File: src/hw/rtl/gsn_pkg.sv
`timescale 1ns / 1ps

package gsn_pkg;

  // Field and datapath widths
  localparam int unsigned COORD_W  = 10;
  localparam int unsigned SIDE_W   = 11;
  localparam int unsigned MODE_W   = 3;
  localparam int unsigned IDX_W    = 31;
  localparam int unsigned BASE_W   = 30;
  localparam int unsigned SQ_W     = 21;
  localparam int unsigned MUL_W    = 32;
  localparam int unsigned SLOTS    = 8;
  localparam int unsigned SLOT_W   = 3;
  localparam int unsigned CFG_AW   = 1;
  localparam int unsigned QDEPTH   = 2;

  localparam int unsigned MAX_SIDE_DEF = 1024;

  // Configuration register indexes
  localparam logic [CFG_AW-1:0] CFG_MODE = 1'd0;
  localparam logic [CFG_AW-1:0] CFG_SIDE = 1'd1;

  // Stencil modes
  localparam logic [MODE_W-1:0] MODE_MESH5  = 3'd0;
  localparam logic [MODE_W-1:0] MODE_TORUS5 = 3'd1;
  localparam logic [MODE_W-1:0] MODE_MESH7  = 3'd2;
  localparam logic [MODE_W-1:0] MODE_MESH9  = 3'd3;
  localparam logic [MODE_W-1:0] MODE_CUBE   = 3'd4;

  // Offset term applied to the node base index
  typedef enum logic [1:0] {
    SelZero,
    SelN,
    SelNn,
    SelNnm
  } gsn_sel_e;

  typedef struct packed {
    gsn_sel_e   add_sel;
    gsn_sel_e   sub_sel;
    logic [1:0] k;
  } gsn_term_t;

  // One classified node, handed from front to back
  typedef struct packed {
    logic [BASE_W-1:0] base;
    logic [SIDE_W-1:0] n;
    logic [SQ_W-1:0]   nn;
    logic [SQ_W-1:0]   nnm;
    logic [SLOTS-1:0]  mask;
    logic [MODE_W-1:0] mode;
  } gsn_job_t;

  typedef struct packed {
    logic [IDX_W-1:0] index;
    logic             present;
    logic             last;
  } gsn_result_t;

  function automatic gsn_term_t gsn_mk(gsn_sel_e a, gsn_sel_e s, logic [1:0] k);
    gsn_term_t t;
    t.add_sel = a;
    t.sub_sel = s;
    t.k       = k;
    return t;
  endfunction

  // Neighbor index = base + add - sub + k, per mode and slot.
  // Torus slots come in pairs: plain step, then the wrapped step.
  function automatic gsn_term_t gsn_term(logic [MODE_W-1:0] mode, logic [SLOT_W-1:0] slot);
    gsn_term_t t;
    t = gsn_mk(SelZero, SelZero, 2'd0);
    case (mode)
      MODE_MESH5, MODE_MESH7, MODE_MESH9: begin
        case (slot)
          3'd0: t = gsn_mk(SelZero, SelN, 2'd1);
          3'd1: t = gsn_mk(SelN, SelZero, 2'd1);
          3'd2: t = gsn_mk(SelZero, SelZero, 2'd0);
          3'd3: t = gsn_mk(SelZero, SelZero, 2'd2);
          3'd4: t = gsn_mk(SelZero, SelN, 2'd0);
          3'd5: t = gsn_mk(SelN, SelZero, 2'd2);
          3'd6: t = gsn_mk(SelZero, SelN, 2'd2);
          default: t = gsn_mk(SelN, SelZero, 2'd0);
        endcase
      end
      MODE_TORUS5: begin
        case (slot)
          3'd0: t = gsn_mk(SelZero, SelN, 2'd1);
          3'd1: t = gsn_mk(SelNnm, SelZero, 2'd1);
          3'd2: t = gsn_mk(SelN, SelZero, 2'd1);
          3'd3: t = gsn_mk(SelZero, SelNnm, 2'd1);
          3'd4: t = gsn_mk(SelZero, SelZero, 2'd0);
          3'd5: t = gsn_mk(SelN, SelZero, 2'd0);
          3'd6: t = gsn_mk(SelZero, SelZero, 2'd2);
          default: t = gsn_mk(SelZero, SelN, 2'd2);
        endcase
      end
      MODE_CUBE: begin
        case (slot)
          3'd0: t = gsn_mk(SelZero, SelNn, 2'd1);
          3'd1: t = gsn_mk(SelNn, SelZero, 2'd1);
          3'd2: t = gsn_mk(SelZero, SelN, 2'd1);
          3'd3: t = gsn_mk(SelN, SelZero, 2'd1);
          3'd4: t = gsn_mk(SelZero, SelZero, 2'd0);
          3'd5: t = gsn_mk(SelZero, SelZero, 2'd2);
          default: t = gsn_mk(SelZero, SelZero, 2'd0);
        endcase
      end
      default: t = gsn_mk(SelZero, SelZero, 2'd0);
    endcase
    return t;
  endfunction

endpackage

File: src/hw/rtl/grid_stencil_neighbor_generator.sv
`timescale 1ns / 1ps
// Channel | Handshake                        | Payload
// node in | push_i / full_o                  | row_i, col_i, layer_i
// result  | empty_o / pop_i                  | neighbor_index_o, present_o, last_of_node_o
// config  | cfg_valid_i / cfg_ready_o        | cfg_addr_i, cfg_data_i
//
// Nodes enter one per cycle while full_o is low, through a three-stage classify
// pipeline; the result generator then emits one beat per cycle unless the result
// queue is full, so a node yields max(1, neighbor count) beats, 1 to 8.
// Path to a result: classify stages, job queue, back-end job register, result queue.
// Reset clears mode to mesh5 and side length to 1; config writes take effect
// at once. A full result queue stalls the back end, and a full job queue
// stalls the front pipeline and raises full_o while stage 3 holds a node.

module grid_stencil_neighbor_generator #(
  parameter int unsigned MAX_SIDE = gsn_pkg::MAX_SIDE_DEF
) (
  input  logic                         clk_i,
  input  logic                         rst_ni,
  input  logic                         cfg_valid_i,
  output logic                         cfg_ready_o,
  input  logic [gsn_pkg::CFG_AW-1:0]   cfg_addr_i,
  input  logic [gsn_pkg::SIDE_W-1:0]   cfg_data_i,
  input  logic                         push_i,
  output logic                         full_o,
  input  logic [gsn_pkg::COORD_W-1:0]  row_i,
  input  logic [gsn_pkg::COORD_W-1:0]  col_i,
  input  logic [gsn_pkg::COORD_W-1:0]  layer_i,
  output logic                         empty_o,
  input  logic                         pop_i,
  output logic [gsn_pkg::IDX_W-1:0]    neighbor_index_o,
  output logic                         present_o,
  output logic                         last_of_node_o
);

  import gsn_pkg::*;

  logic [MODE_W-1:0] mode_q;
  logic [SIDE_W-1:0] side_q;

  logic        job_push, job_full, job_pop, job_empty;
  gsn_job_t    job_w, job_r;
  logic        res_push, res_full;
  gsn_result_t res_w, res_r;

  // Configuration registers
  assign cfg_ready_o = 1'b1;

  always_ff @(posedge clk_i or negedge rst_ni) begin
    if (!rst_ni) begin
      mode_q <= MODE_MESH5;
      side_q <= SIDE_W'(1);
    end else if (cfg_valid_i) begin
      case (cfg_addr_i)
        CFG_MODE: mode_q <= cfg_data_i[MODE_W-1:0];
        CFG_SIDE: side_q <= cfg_data_i;
        default: ;
      endcase
    end
  end

  gsn_front #(
    .MAX_SIDE(MAX_SIDE)
  ) u_front (
    .clk_i      (clk_i),
    .rst_ni     (rst_ni),
    .cfg_mode_i (mode_q),
    .cfg_side_i (side_q),
    .push_i     (push_i),
    .row_i      (row_i),
    .col_i      (col_i),
    .layer_i    (layer_i),
    .full_o     (full_o),
    .job_push_o (job_push),
    .job_o      (job_w),
    .job_full_i (job_full)
  );

  gsn_queue #(
    .WIDTH($bits(gsn_job_t)),
    .DEPTH(QDEPTH)
  ) u_job_q (
    .clk_i   (clk_i),
    .rst_ni  (rst_ni),
    .push_i  (job_push),
    .data_i  (job_w),
    .full_o  (job_full),
    .pop_i   (job_pop),
    .data_o  (job_r),
    .empty_o (job_empty)
  );

  gsn_back u_back (
    .clk_i       (clk_i),
    .rst_ni      (rst_ni),
    .job_i       (job_r),
    .job_empty_i (job_empty),
    .job_pop_o   (job_pop),
    .res_o       (res_w),
    .res_push_o  (res_push),
    .res_full_i  (res_full)
  );

  gsn_queue #(
    .WIDTH($bits(gsn_result_t)),
    .DEPTH(QDEPTH)
  ) u_res_q (
    .clk_i   (clk_i),
    .rst_ni  (rst_ni),
    .push_i  (res_push),
    .data_i  (res_w),
    .full_o  (res_full),
    .pop_i   (pop_i),
    .data_o  (res_r),
    .empty_o (empty_o)
  );

  assign neighbor_index_o = res_r.index;
  assign present_o        = res_r.present;
  assign last_of_node_o   = res_r.last;

endmodule

File: src/hw/rtl/gsn_queue.sv
`timescale 1ns / 1ps

module gsn_queue #(
  parameter int unsigned WIDTH = 8,
  parameter int unsigned DEPTH = gsn_pkg::QDEPTH
) (
  input  logic             clk_i,
  input  logic             rst_ni,
  input  logic             push_i,
  input  logic [WIDTH-1:0] data_i,
  output logic             full_o,
  input  logic             pop_i,
  output logic [WIDTH-1:0] data_o,
  output logic             empty_o
);

  localparam int unsigned PTR_W = $clog2(DEPTH);
  localparam int unsigned CNT_W = $clog2(DEPTH + 1);
  localparam logic [PTR_W-1:0] PTR_LAST = PTR_W'(DEPTH - 1);
  localparam logic [CNT_W-1:0] CNT_FULL = CNT_W'(DEPTH);

  logic [WIDTH-1:0] mem_q [DEPTH];
  logic [PTR_W-1:0] wptr_q, rptr_q;
  logic [CNT_W-1:0] cnt_q;
  logic             do_push, do_pop;

  assign full_o  = (cnt_q == CNT_FULL);
  assign empty_o = (cnt_q == '0);
  assign do_push = push_i && !full_o;
  assign do_pop  = pop_i && !empty_o;
  assign data_o  = mem_q[rptr_q];

  // Store entry
  always_ff @(posedge clk_i) begin
    if (do_push) begin
      mem_q[wptr_q] <= data_i;
    end
  end

  // Advance pointers and count
  always_ff @(posedge clk_i or negedge rst_ni) begin
    if (!rst_ni) begin
      wptr_q <= '0;
      rptr_q <= '0;
      cnt_q  <= '0;
    end else begin
      if (do_push) begin
        wptr_q <= (wptr_q == PTR_LAST) ? '0 : wptr_q + 1'b1;
      end
      if (do_pop) begin
        rptr_q <= (rptr_q == PTR_LAST) ? '0 : rptr_q + 1'b1;
      end
      if (do_push && !do_pop) begin
        cnt_q <= cnt_q + 1'b1;
      end else if (do_pop && !do_push) begin
        cnt_q <= cnt_q - 1'b1;
      end
    end
  end

endmodule

File: src/hw/rtl/gsn_front.sv
`timescale 1ns / 1ps

module gsn_front #(
  parameter int unsigned MAX_SIDE = gsn_pkg::MAX_SIDE_DEF
) (
  input  logic                             clk_i,
  input  logic                             rst_ni,
  input  logic [gsn_pkg::MODE_W-1:0]       cfg_mode_i,
  input  logic [gsn_pkg::SIDE_W-1:0]       cfg_side_i,
  input  logic                             push_i,
  input  logic [gsn_pkg::COORD_W-1:0]      row_i,
  input  logic [gsn_pkg::COORD_W-1:0]      col_i,
  input  logic [gsn_pkg::COORD_W-1:0]      layer_i,
  output logic                             full_o,
  output logic                             job_push_o,
  output gsn_pkg::gsn_job_t                job_o,
  input  logic                             job_full_i
);

  import gsn_pkg::*;

  localparam logic [SIDE_W-1:0] MaxSideL = SIDE_W'(MAX_SIDE);

  logic                advance, accept;
  logic [SIDE_W-1:0]   n_eff;
  logic [COORD_W-1:0]  r_cl, c_cl, l_cl;

  // Stage 1: clamped coordinates
  logic                v1_q;
  logic [COORD_W-1:0]  r1_q, c1_q, l1_q;
  logic [SIDE_W-1:0]   n1_q;
  logic [MODE_W-1:0]   mode1_q;

  // Stage 2: row product, side square, neighbor mask
  logic                v2_q;
  logic [SQ_W-1:0]     rn2_q, nn2_q;
  logic [COORD_W-1:0]  c2_q, l2_q;
  logic [SIDE_W-1:0]   n2_q;
  logic [MODE_W-1:0]   mode2_q;
  logic [SLOTS-1:0]    mask2_q, mask_d;
  logic [SIDE_W-1:0]   last1;
  logic                r_gt, r_lt, c_gt, c_lt, l_gt, l_lt;

  // Stage 3: 2-D base index
  logic                v3_q;
  logic [SQ_W-1:0]     base2_3_q, nnm3_q, nn3_q;
  logic [COORD_W-1:0]  l3_q;
  logic [SIDE_W-1:0]   n3_q;
  logic [MODE_W-1:0]   mode3_q;
  logic [SLOTS-1:0]    mask3_q;
  logic [MUL_W-1:0]    base3;

  // Move the whole pipe unless the last stage is blocked
  assign advance = !v3_q || !job_full_i;
  assign full_o  = !advance;
  assign accept  = push_i && advance;

  // Effective side length and coordinate clamp
  always_comb begin
    if (cfg_side_i == '0) begin
      n_eff = SIDE_W'(1);
    end else if (cfg_side_i > MaxSideL) begin
      n_eff = MaxSideL;
    end else begin
      n_eff = cfg_side_i;
    end
    r_cl = ({1'b0, row_i} >= n_eff) ? COORD_W'(n_eff - 1'b1) : row_i;
    c_cl = ({1'b0, col_i} >= n_eff) ? COORD_W'(n_eff - 1'b1) : col_i;
    l_cl = ({1'b0, layer_i} >= n_eff) ? COORD_W'(n_eff - 1'b1) : layer_i;
  end

  // Classify edges and build the slot mask
  always_comb begin
    last1  = n1_q - 1'b1;
    r_gt   = (r1_q != '0);
    c_gt   = (c1_q != '0);
    l_gt   = (l1_q != '0);
    r_lt   = ({1'b0, r1_q} < last1);
    c_lt   = ({1'b0, c1_q} < last1);
    l_lt   = ({1'b0, l1_q} < last1);
    mask_d = '0;
    case (mode1_q)
      MODE_MESH5: mask_d = {4'b0, c_lt, c_gt, r_lt, r_gt};
      MODE_MESH7: mask_d = {2'b0, r_lt & c_lt, r_gt & c_gt, c_lt, c_gt, r_lt, r_gt};
      MODE_MESH9: mask_d = {r_lt & c_gt, r_gt & c_lt, r_lt & c_lt, r_gt & c_gt,
                            c_lt, c_gt, r_lt, r_gt};
      MODE_TORUS5: mask_d = {!c_lt, c_lt, !c_gt, c_gt, !r_lt, r_lt, !r_gt, r_gt};
      MODE_CUBE: mask_d = {2'b0, l_lt, l_gt, c_lt, c_gt, r_lt, r_gt};
      default: mask_d = '0;
    endcase
  end

  // Stage valids
  always_ff @(posedge clk_i or negedge rst_ni) begin
    if (!rst_ni) begin
      v1_q <= 1'b0;
      v2_q <= 1'b0;
      v3_q <= 1'b0;
    end else if (advance) begin
      v1_q <= accept;
      v2_q <= v1_q;
      v3_q <= v2_q;
    end
  end

  // Stage payloads
  always_ff @(posedge clk_i) begin
    if (advance) begin
      r1_q      <= r_cl;
      c1_q      <= c_cl;
      l1_q      <= l_cl;
      n1_q      <= n_eff;
      mode1_q   <= cfg_mode_i;

      rn2_q     <= SQ_W'(r1_q) * SQ_W'(n1_q);
      nn2_q     <= SQ_W'(n1_q) * SQ_W'(n1_q);
      c2_q      <= c1_q;
      l2_q      <= l1_q;
      n2_q      <= n1_q;
      mode2_q   <= mode1_q;
      mask2_q   <= mask_d;

      base2_3_q <= rn2_q + SQ_W'(c2_q);
      nnm3_q    <= nn2_q - SQ_W'(n2_q);
      nn3_q     <= nn2_q;
      l3_q      <= l2_q;
      n3_q      <= n2_q;
      mode3_q   <= mode2_q;
      mask3_q   <= mask2_q;
    end
  end

  // 3-D base index and job hand-off
  assign base3 = MUL_W'(base2_3_q) * MUL_W'(n3_q) + MUL_W'(l3_q);

  assign job_push_o = v3_q;
  always_comb begin
    job_o.base = (mode3_q == MODE_CUBE) ? BASE_W'(base3) : BASE_W'(base2_3_q);
    job_o.n    = n3_q;
    job_o.nn   = nn3_q;
    job_o.nnm  = nnm3_q;
    job_o.mask = mask3_q;
    job_o.mode = mode3_q;
  end

endmodule

File: src/hw/rtl/gsn_back.sv
`timescale 1ns / 1ps

module gsn_back (
  input  logic                  clk_i,
  input  logic                  rst_ni,
  input  gsn_pkg::gsn_job_t     job_i,
  input  logic                  job_empty_i,
  output logic                  job_pop_o,
  output gsn_pkg::gsn_result_t  res_o,
  output logic                  res_push_o,
  input  logic                  res_full_i
);

  import gsn_pkg::*;

  logic              act_q;
  gsn_job_t          job_q;
  logic [SLOTS-1:0]  rem_q, rem_next;
  logic [SLOT_W-1:0] slot;
  gsn_term_t         term;
  logic [IDX_W-1:0]  add_v, sub_v, idx;
  logic              emit, last, finish, load;

  // Pick the lowest pending slot
  always_comb begin
    slot = '0;
    for (int i = SLOTS - 1; i >= 0; i--) begin
      if (rem_q[i]) begin
        slot = SLOT_W'(i);
      end
    end
  end

  // Offset selection and index add
  always_comb begin
    term = gsn_term(job_q.mode, slot);
    case (term.add_sel)
      SelN:    add_v = IDX_W'(job_q.n);
      SelNn:   add_v = IDX_W'(job_q.nn);
      SelNnm:  add_v = IDX_W'(job_q.nnm);
      default: add_v = '0;
    endcase
    case (term.sub_sel)
      SelN:    sub_v = IDX_W'(job_q.n);
      SelNn:   sub_v = IDX_W'(job_q.nn);
      SelNnm:  sub_v = IDX_W'(job_q.nnm);
      default: sub_v = '0;
    endcase
    idx = IDX_W'(job_q.base) + add_v - sub_v + IDX_W'(term.k);
  end

  // Emit one beat per cycle while active and the result queue is not full
  assign rem_next   = rem_q & (rem_q - 1'b1);
  assign last       = (rem_next == '0);
  assign emit       = act_q && !res_full_i;
  assign finish     = emit && last;
  assign load       = (!act_q || finish) && !job_empty_i;
  assign job_pop_o  = load;
  assign res_push_o = emit;

  always_comb begin
    res_o.present = (rem_q != '0);
    res_o.index   = res_o.present ? idx : '0;
    res_o.last    = last;
  end

  // Hold job, drop served slots
  always_ff @(posedge clk_i or negedge rst_ni) begin
    if (!rst_ni) begin
      act_q <= 1'b0;
    end else if (load) begin
      act_q <= 1'b1;
    end else if (finish) begin
      act_q <= 1'b0;
    end
  end

  always_ff @(posedge clk_i) begin
    if (load) begin
      job_q <= job_i;
      rem_q <= job_i.mask;
    end else if (emit) begin
      rem_q <= rem_next;
    end
  end

  a_absent_is_last: assert property (@(posedge clk_i) disable iff (!rst_ni)
    res_push_o && !res_o.present |-> res_o.last)
    else $error("not-present beat without last flag");

  a_absent_zero: assert property (@(posedge clk_i) disable iff (!rst_ni)
    res_push_o && !res_o.present |-> res_o.index == '0)
    else $error("not-present beat with nonzero index");

  a_stall_holds: assert property (@(posedge clk_i) disable iff (!rst_ni)
    act_q && !res_push_o |=> act_q && $stable(rem_q))
    else $error("active job changed while output stalled");

endmodule
File: config.mk
export PLATFORM = sky130hd
export DESIGN_NAME = grid_stencil_neighbor_generator
export DESIGN_NICKNAME = d
export VERILOG_FILES = /design/src/hw/rtl/gsn_pkg.sv /design/src/hw/rtl/grid_stencil_neighbor_generator.sv /design/src/hw/rtl/gsn_queue.sv /design/src/hw/rtl/gsn_front.sv /design/src/hw/rtl/gsn_back.sv
export SDC_FILE = /design/constraint.sdc
export NUM_CORES = 2
export LEC_CHECK = 0
export ABC_AREA = 1
export BUFFER_PORTS_ARGS = -buffer_cell sky130_fd_sc_hd__buf_2
export CAP_MARGIN = 10
export CORE_ASPECT_RATIO = 0.6
export CORE_MARGIN = 3
export CORE_UTILIZATION = 45
export CTS_CLUSTER_SIZE = 16
export DETAILED_ROUTE_END_ITERATION = 6
export SLEW_MARGIN = 0
export SYNTH_ARGS = -nofsm -noshare
export SYNTH_HDL_FRONTEND = slang
export SYNTH_SLANG_ARGS = --single-unit
export TNS_END_PERCENT = 5
File: constraint.sdc
create_clock -name clk_i -period 14 [get_ports clk_i]
set_input_delay 1.4 -clock clk_i [delete_from_list [all_inputs] [get_ports clk_i]]
set_output_delay 1.4 -clock clk_i [all_outputs]
set_load 0.01 [all_outputs]
==> out/results.tsv <==
stage	metric	value	unit
worst_setup_path	arrival	6.22	ns
synthesis	synth_seq_area_share	40.74	%
floorplan	num_rows	86	
status	status	completed	
synthesis	syn_nets	5198	
synthesis	synth-edff-count	553	
routing	num_vias	29497	
sta	final_hold_viol_count	0	
floorplan	start_util	45.78	%
synthesis	yosysWarnings	0	
clock_network	insertion_delay	0.65	ns
sta	max_slew_margin	24.14	%
global_routing	grt_pass1_wl	166600	µm
global_routing	track_usage	21.75	%
cells_and_area	regArea	17260	µm²
floorplan	die_area	97980	µm²
routing	drt_wl_total	104800	µm
sta	rsz0062_at_grt	false	
clock_network	htree_num_levels	2	
clock_network	cts_buffers	56	
clock_network	clockBufferDepth	3	
worst_hold_path	hp-class	flip-flop to flip-flop	
cells_and_area	synthToLayoutAreaGrowth	7.950	%
synthesis	synth_cell_types	64	
cells_and_area	fin_nets	5240	
cells_and_area	final_area	45730	µm²
floorplan	fp.dieW	402.1	µm
sta	maxSlewViolCount	0	
sta	skew	0.04295	ns
clock_network	clock-root-buffer	clkbuf_16	
synthesis	synthCells	4496	
run	cap_viol_max_count	0	
synthesis	synthFlopType	edfxtp_1	
synthesis	netlist_area	42370	µm²
sta	period_needed	5.775	ns
cells_and_area	layout_common_cells	nand2_1, inv_1, edfxtp_1	
clock_network	cts_repair_resize_count	0	
clock_network	cts_setup_buffers	0	
placed_design	gp_congestion	0.9234	
sta	final.period_utilization	41.25	%
cells_and_area	multiInputGateArea	21550	µm²
floorplan	coreArea	92540	µm²
sta	fmax	173.2	MHz
sta	worst_pin_slew	1.138	ns
global_routing	first_global_vias	28765	
synthesis	synthArstFlopShare	4.491	%
cells_and_area	layout_commonest_cell	nand2_1	
routing	drt-wirelength-per-cell	18.02	µm
routing	vias_per_cell	5.072	
clock_network	hold_buffers	0	
routing	drc	0	
placed_design	io_buffers	81	
sta	tns	0	ns
routing	drtIter0Drc	2784	
worst_setup_path	end_kind	flip-flop	
synthesis	synth-seq-cells	579	
worst_setup_path	start_kind	flip-flop	
cells_and_area	utilization	49.42	%
floorplan	die_h	243.7	µm
placed_design	dpl.hpwl	80860	µm
worst_setup_path	criticalPathCategory	flip-flop to flip-flop	
routing	drtPass1Iterations	5	
sta	setup_viol	0	
global_routing	grt-ovfl-total	0	
worst_setup_path	cp_max_fo	23	
placed_design	placed_area	44020	µm²
synthesis	synth_area_per_cell	9.423	µm²
cells_and_area	fillers	8681	
global_routing	antenna_found_initial	0	
clock_network	cts_tree	built	
clock_network	cts_sinks	579	
routing	antenna_left	0	
global_routing	grt_max_degree	98	
worst_setup_path	cp.required	14.45	ns
floorplan	io_pins	83	
clock_network	path_clk_slew	0.06	ns
cells_and_area	drive_gt1_share	6.197	%
## flip-flops by register name, summed over array words and instances, names as in the netlist, 19 cells and up
name,cells
u_front.nn3_q,19
u_job_q.mem_q,180
u_front.rn2_q,21
u_res_q.mem_q,66
u_front.base2_3_q,21
u_front.nnm3_q,19
u_back.job_q,82
u_front.nn2_q,19
## final cells by class
type	instances	share of cell area, %
Multi-Input combinational cell	2983	47.12
Inverter	812	6.697
Tap cell	1232	3.371
Sequential cell	579	37.74
Clock inverter	33	0.5691
Timing Repair Buffer	106	1.324
Antenna cell	1	0.005472
Clock buffer	70	3.179
## cell usage after synthesis (24+ instances only)
library cell,n,area (µm²)
ha_1,318,3979
nand2_1,1330,4992
o21ai_1,33,165.2
edfxtp_1,553,16610
xor2_1,70,613.1
nand4_1,27,168.9
o21ai_0,105,525.5
xnor2_1,45,394.1
a21oi_1,163,815.8
a21o_1,24,180.2
fa_1,337,6746
clkbuf_1,98,367.9
dfrtp_1,25,625.6
nor2_1,233,874.6
inv_1,797,2992
nand3_1,126,630.6
## logic make-up (layout without fill, tap and decap cells)
family	Yosys count	in the layout	synth area share, %
buffers and inverters	934	1021	8.461
xor gates and xnor gates	116	116	2.416
AOI/OAI and AO/OA	390	390	5.254
and+or+nand+nor	1809	1809	17.51
adders and majority gates	655	655	25.32
muxes	12	12	0.2983
DFF	579	579	40.74
other	1	2	0.008852
## metrics by stage
stage / std cells / setup WS (ns) / hold slack (ns)
after detailed placement: 5712 / 8.226 / 0.4045
final: 5816 / 8.225 / 0.4095
after global placement: 5712 / 8.320 / 0.4028
after global routing: 5815 / 7.787 / 0.4294
after CTS: 5815 / 8.277 / 0.4001
after floorplan: 4496 / 8.639 / 0.4003
## path summary, 6_finish.rpt
| kind | start | endpoint | slack [ns] | depth (start not counted) |
|---|---|---|---|---|
| setup / recovery | u_front.n3_q[9] | u_job_q.mem_q[0][93] | 8.23 | 18 |
| hold / removal | u_front.n2_q[0] | u_front.n3_q[0] | 0.41 | 0 |
| setup reg to reg | u_front.n3_q[9] | u_job_q.mem_q[0][93] | 8.23 | 18 |
| hold reg to reg | u_front.n2_q[0] | u_front.n3_q[0] | 0.41 | 0 |
| max in group asynchronous | rst_ni | u_job_q.rptr_q | 12.41 | 1 |
| min in group asynchronous | rst_ni | u_front.v1_q | 0.93 | 1 |
## critical path, stage by stage, from the launching register on
cell and delay [ns]:
edfxtp_1 1.00, nand2_1 0.17, fa_1 0.53, fa_1 0.58
inv_1 0.07, fa_1 0.54, inv_1 0.06, fa_1 0.53
inv_1 0.05, fa_1 0.47, ha_1 0.36, a21oi_1 0.21
a21boi_0 0.20, nand2_1 0.16, nand2_1 0.09, nand2_1 0.12
nand3_1 0.12, a21oi_1 0.07, nor2_1 0.26
## layer usage
| metal | GRT usage (%) | wire, µm | vias to the layer above |
|---|---|---|---|
| met5 | 0 | 0 | - |
| met4 | 3.020 | 1189 | 0 |
| met3 | 4.322 | 8739 | 76 |
| met2 | 28.88 | 39530 | 900 |
| met1 | 36.50 | 55340 | 14190 |
| li1 | - | - | 14331 |
Power is not shown: default switching activity piles up to over one toggle a cycle in this logic, so the estimate is an artifact.
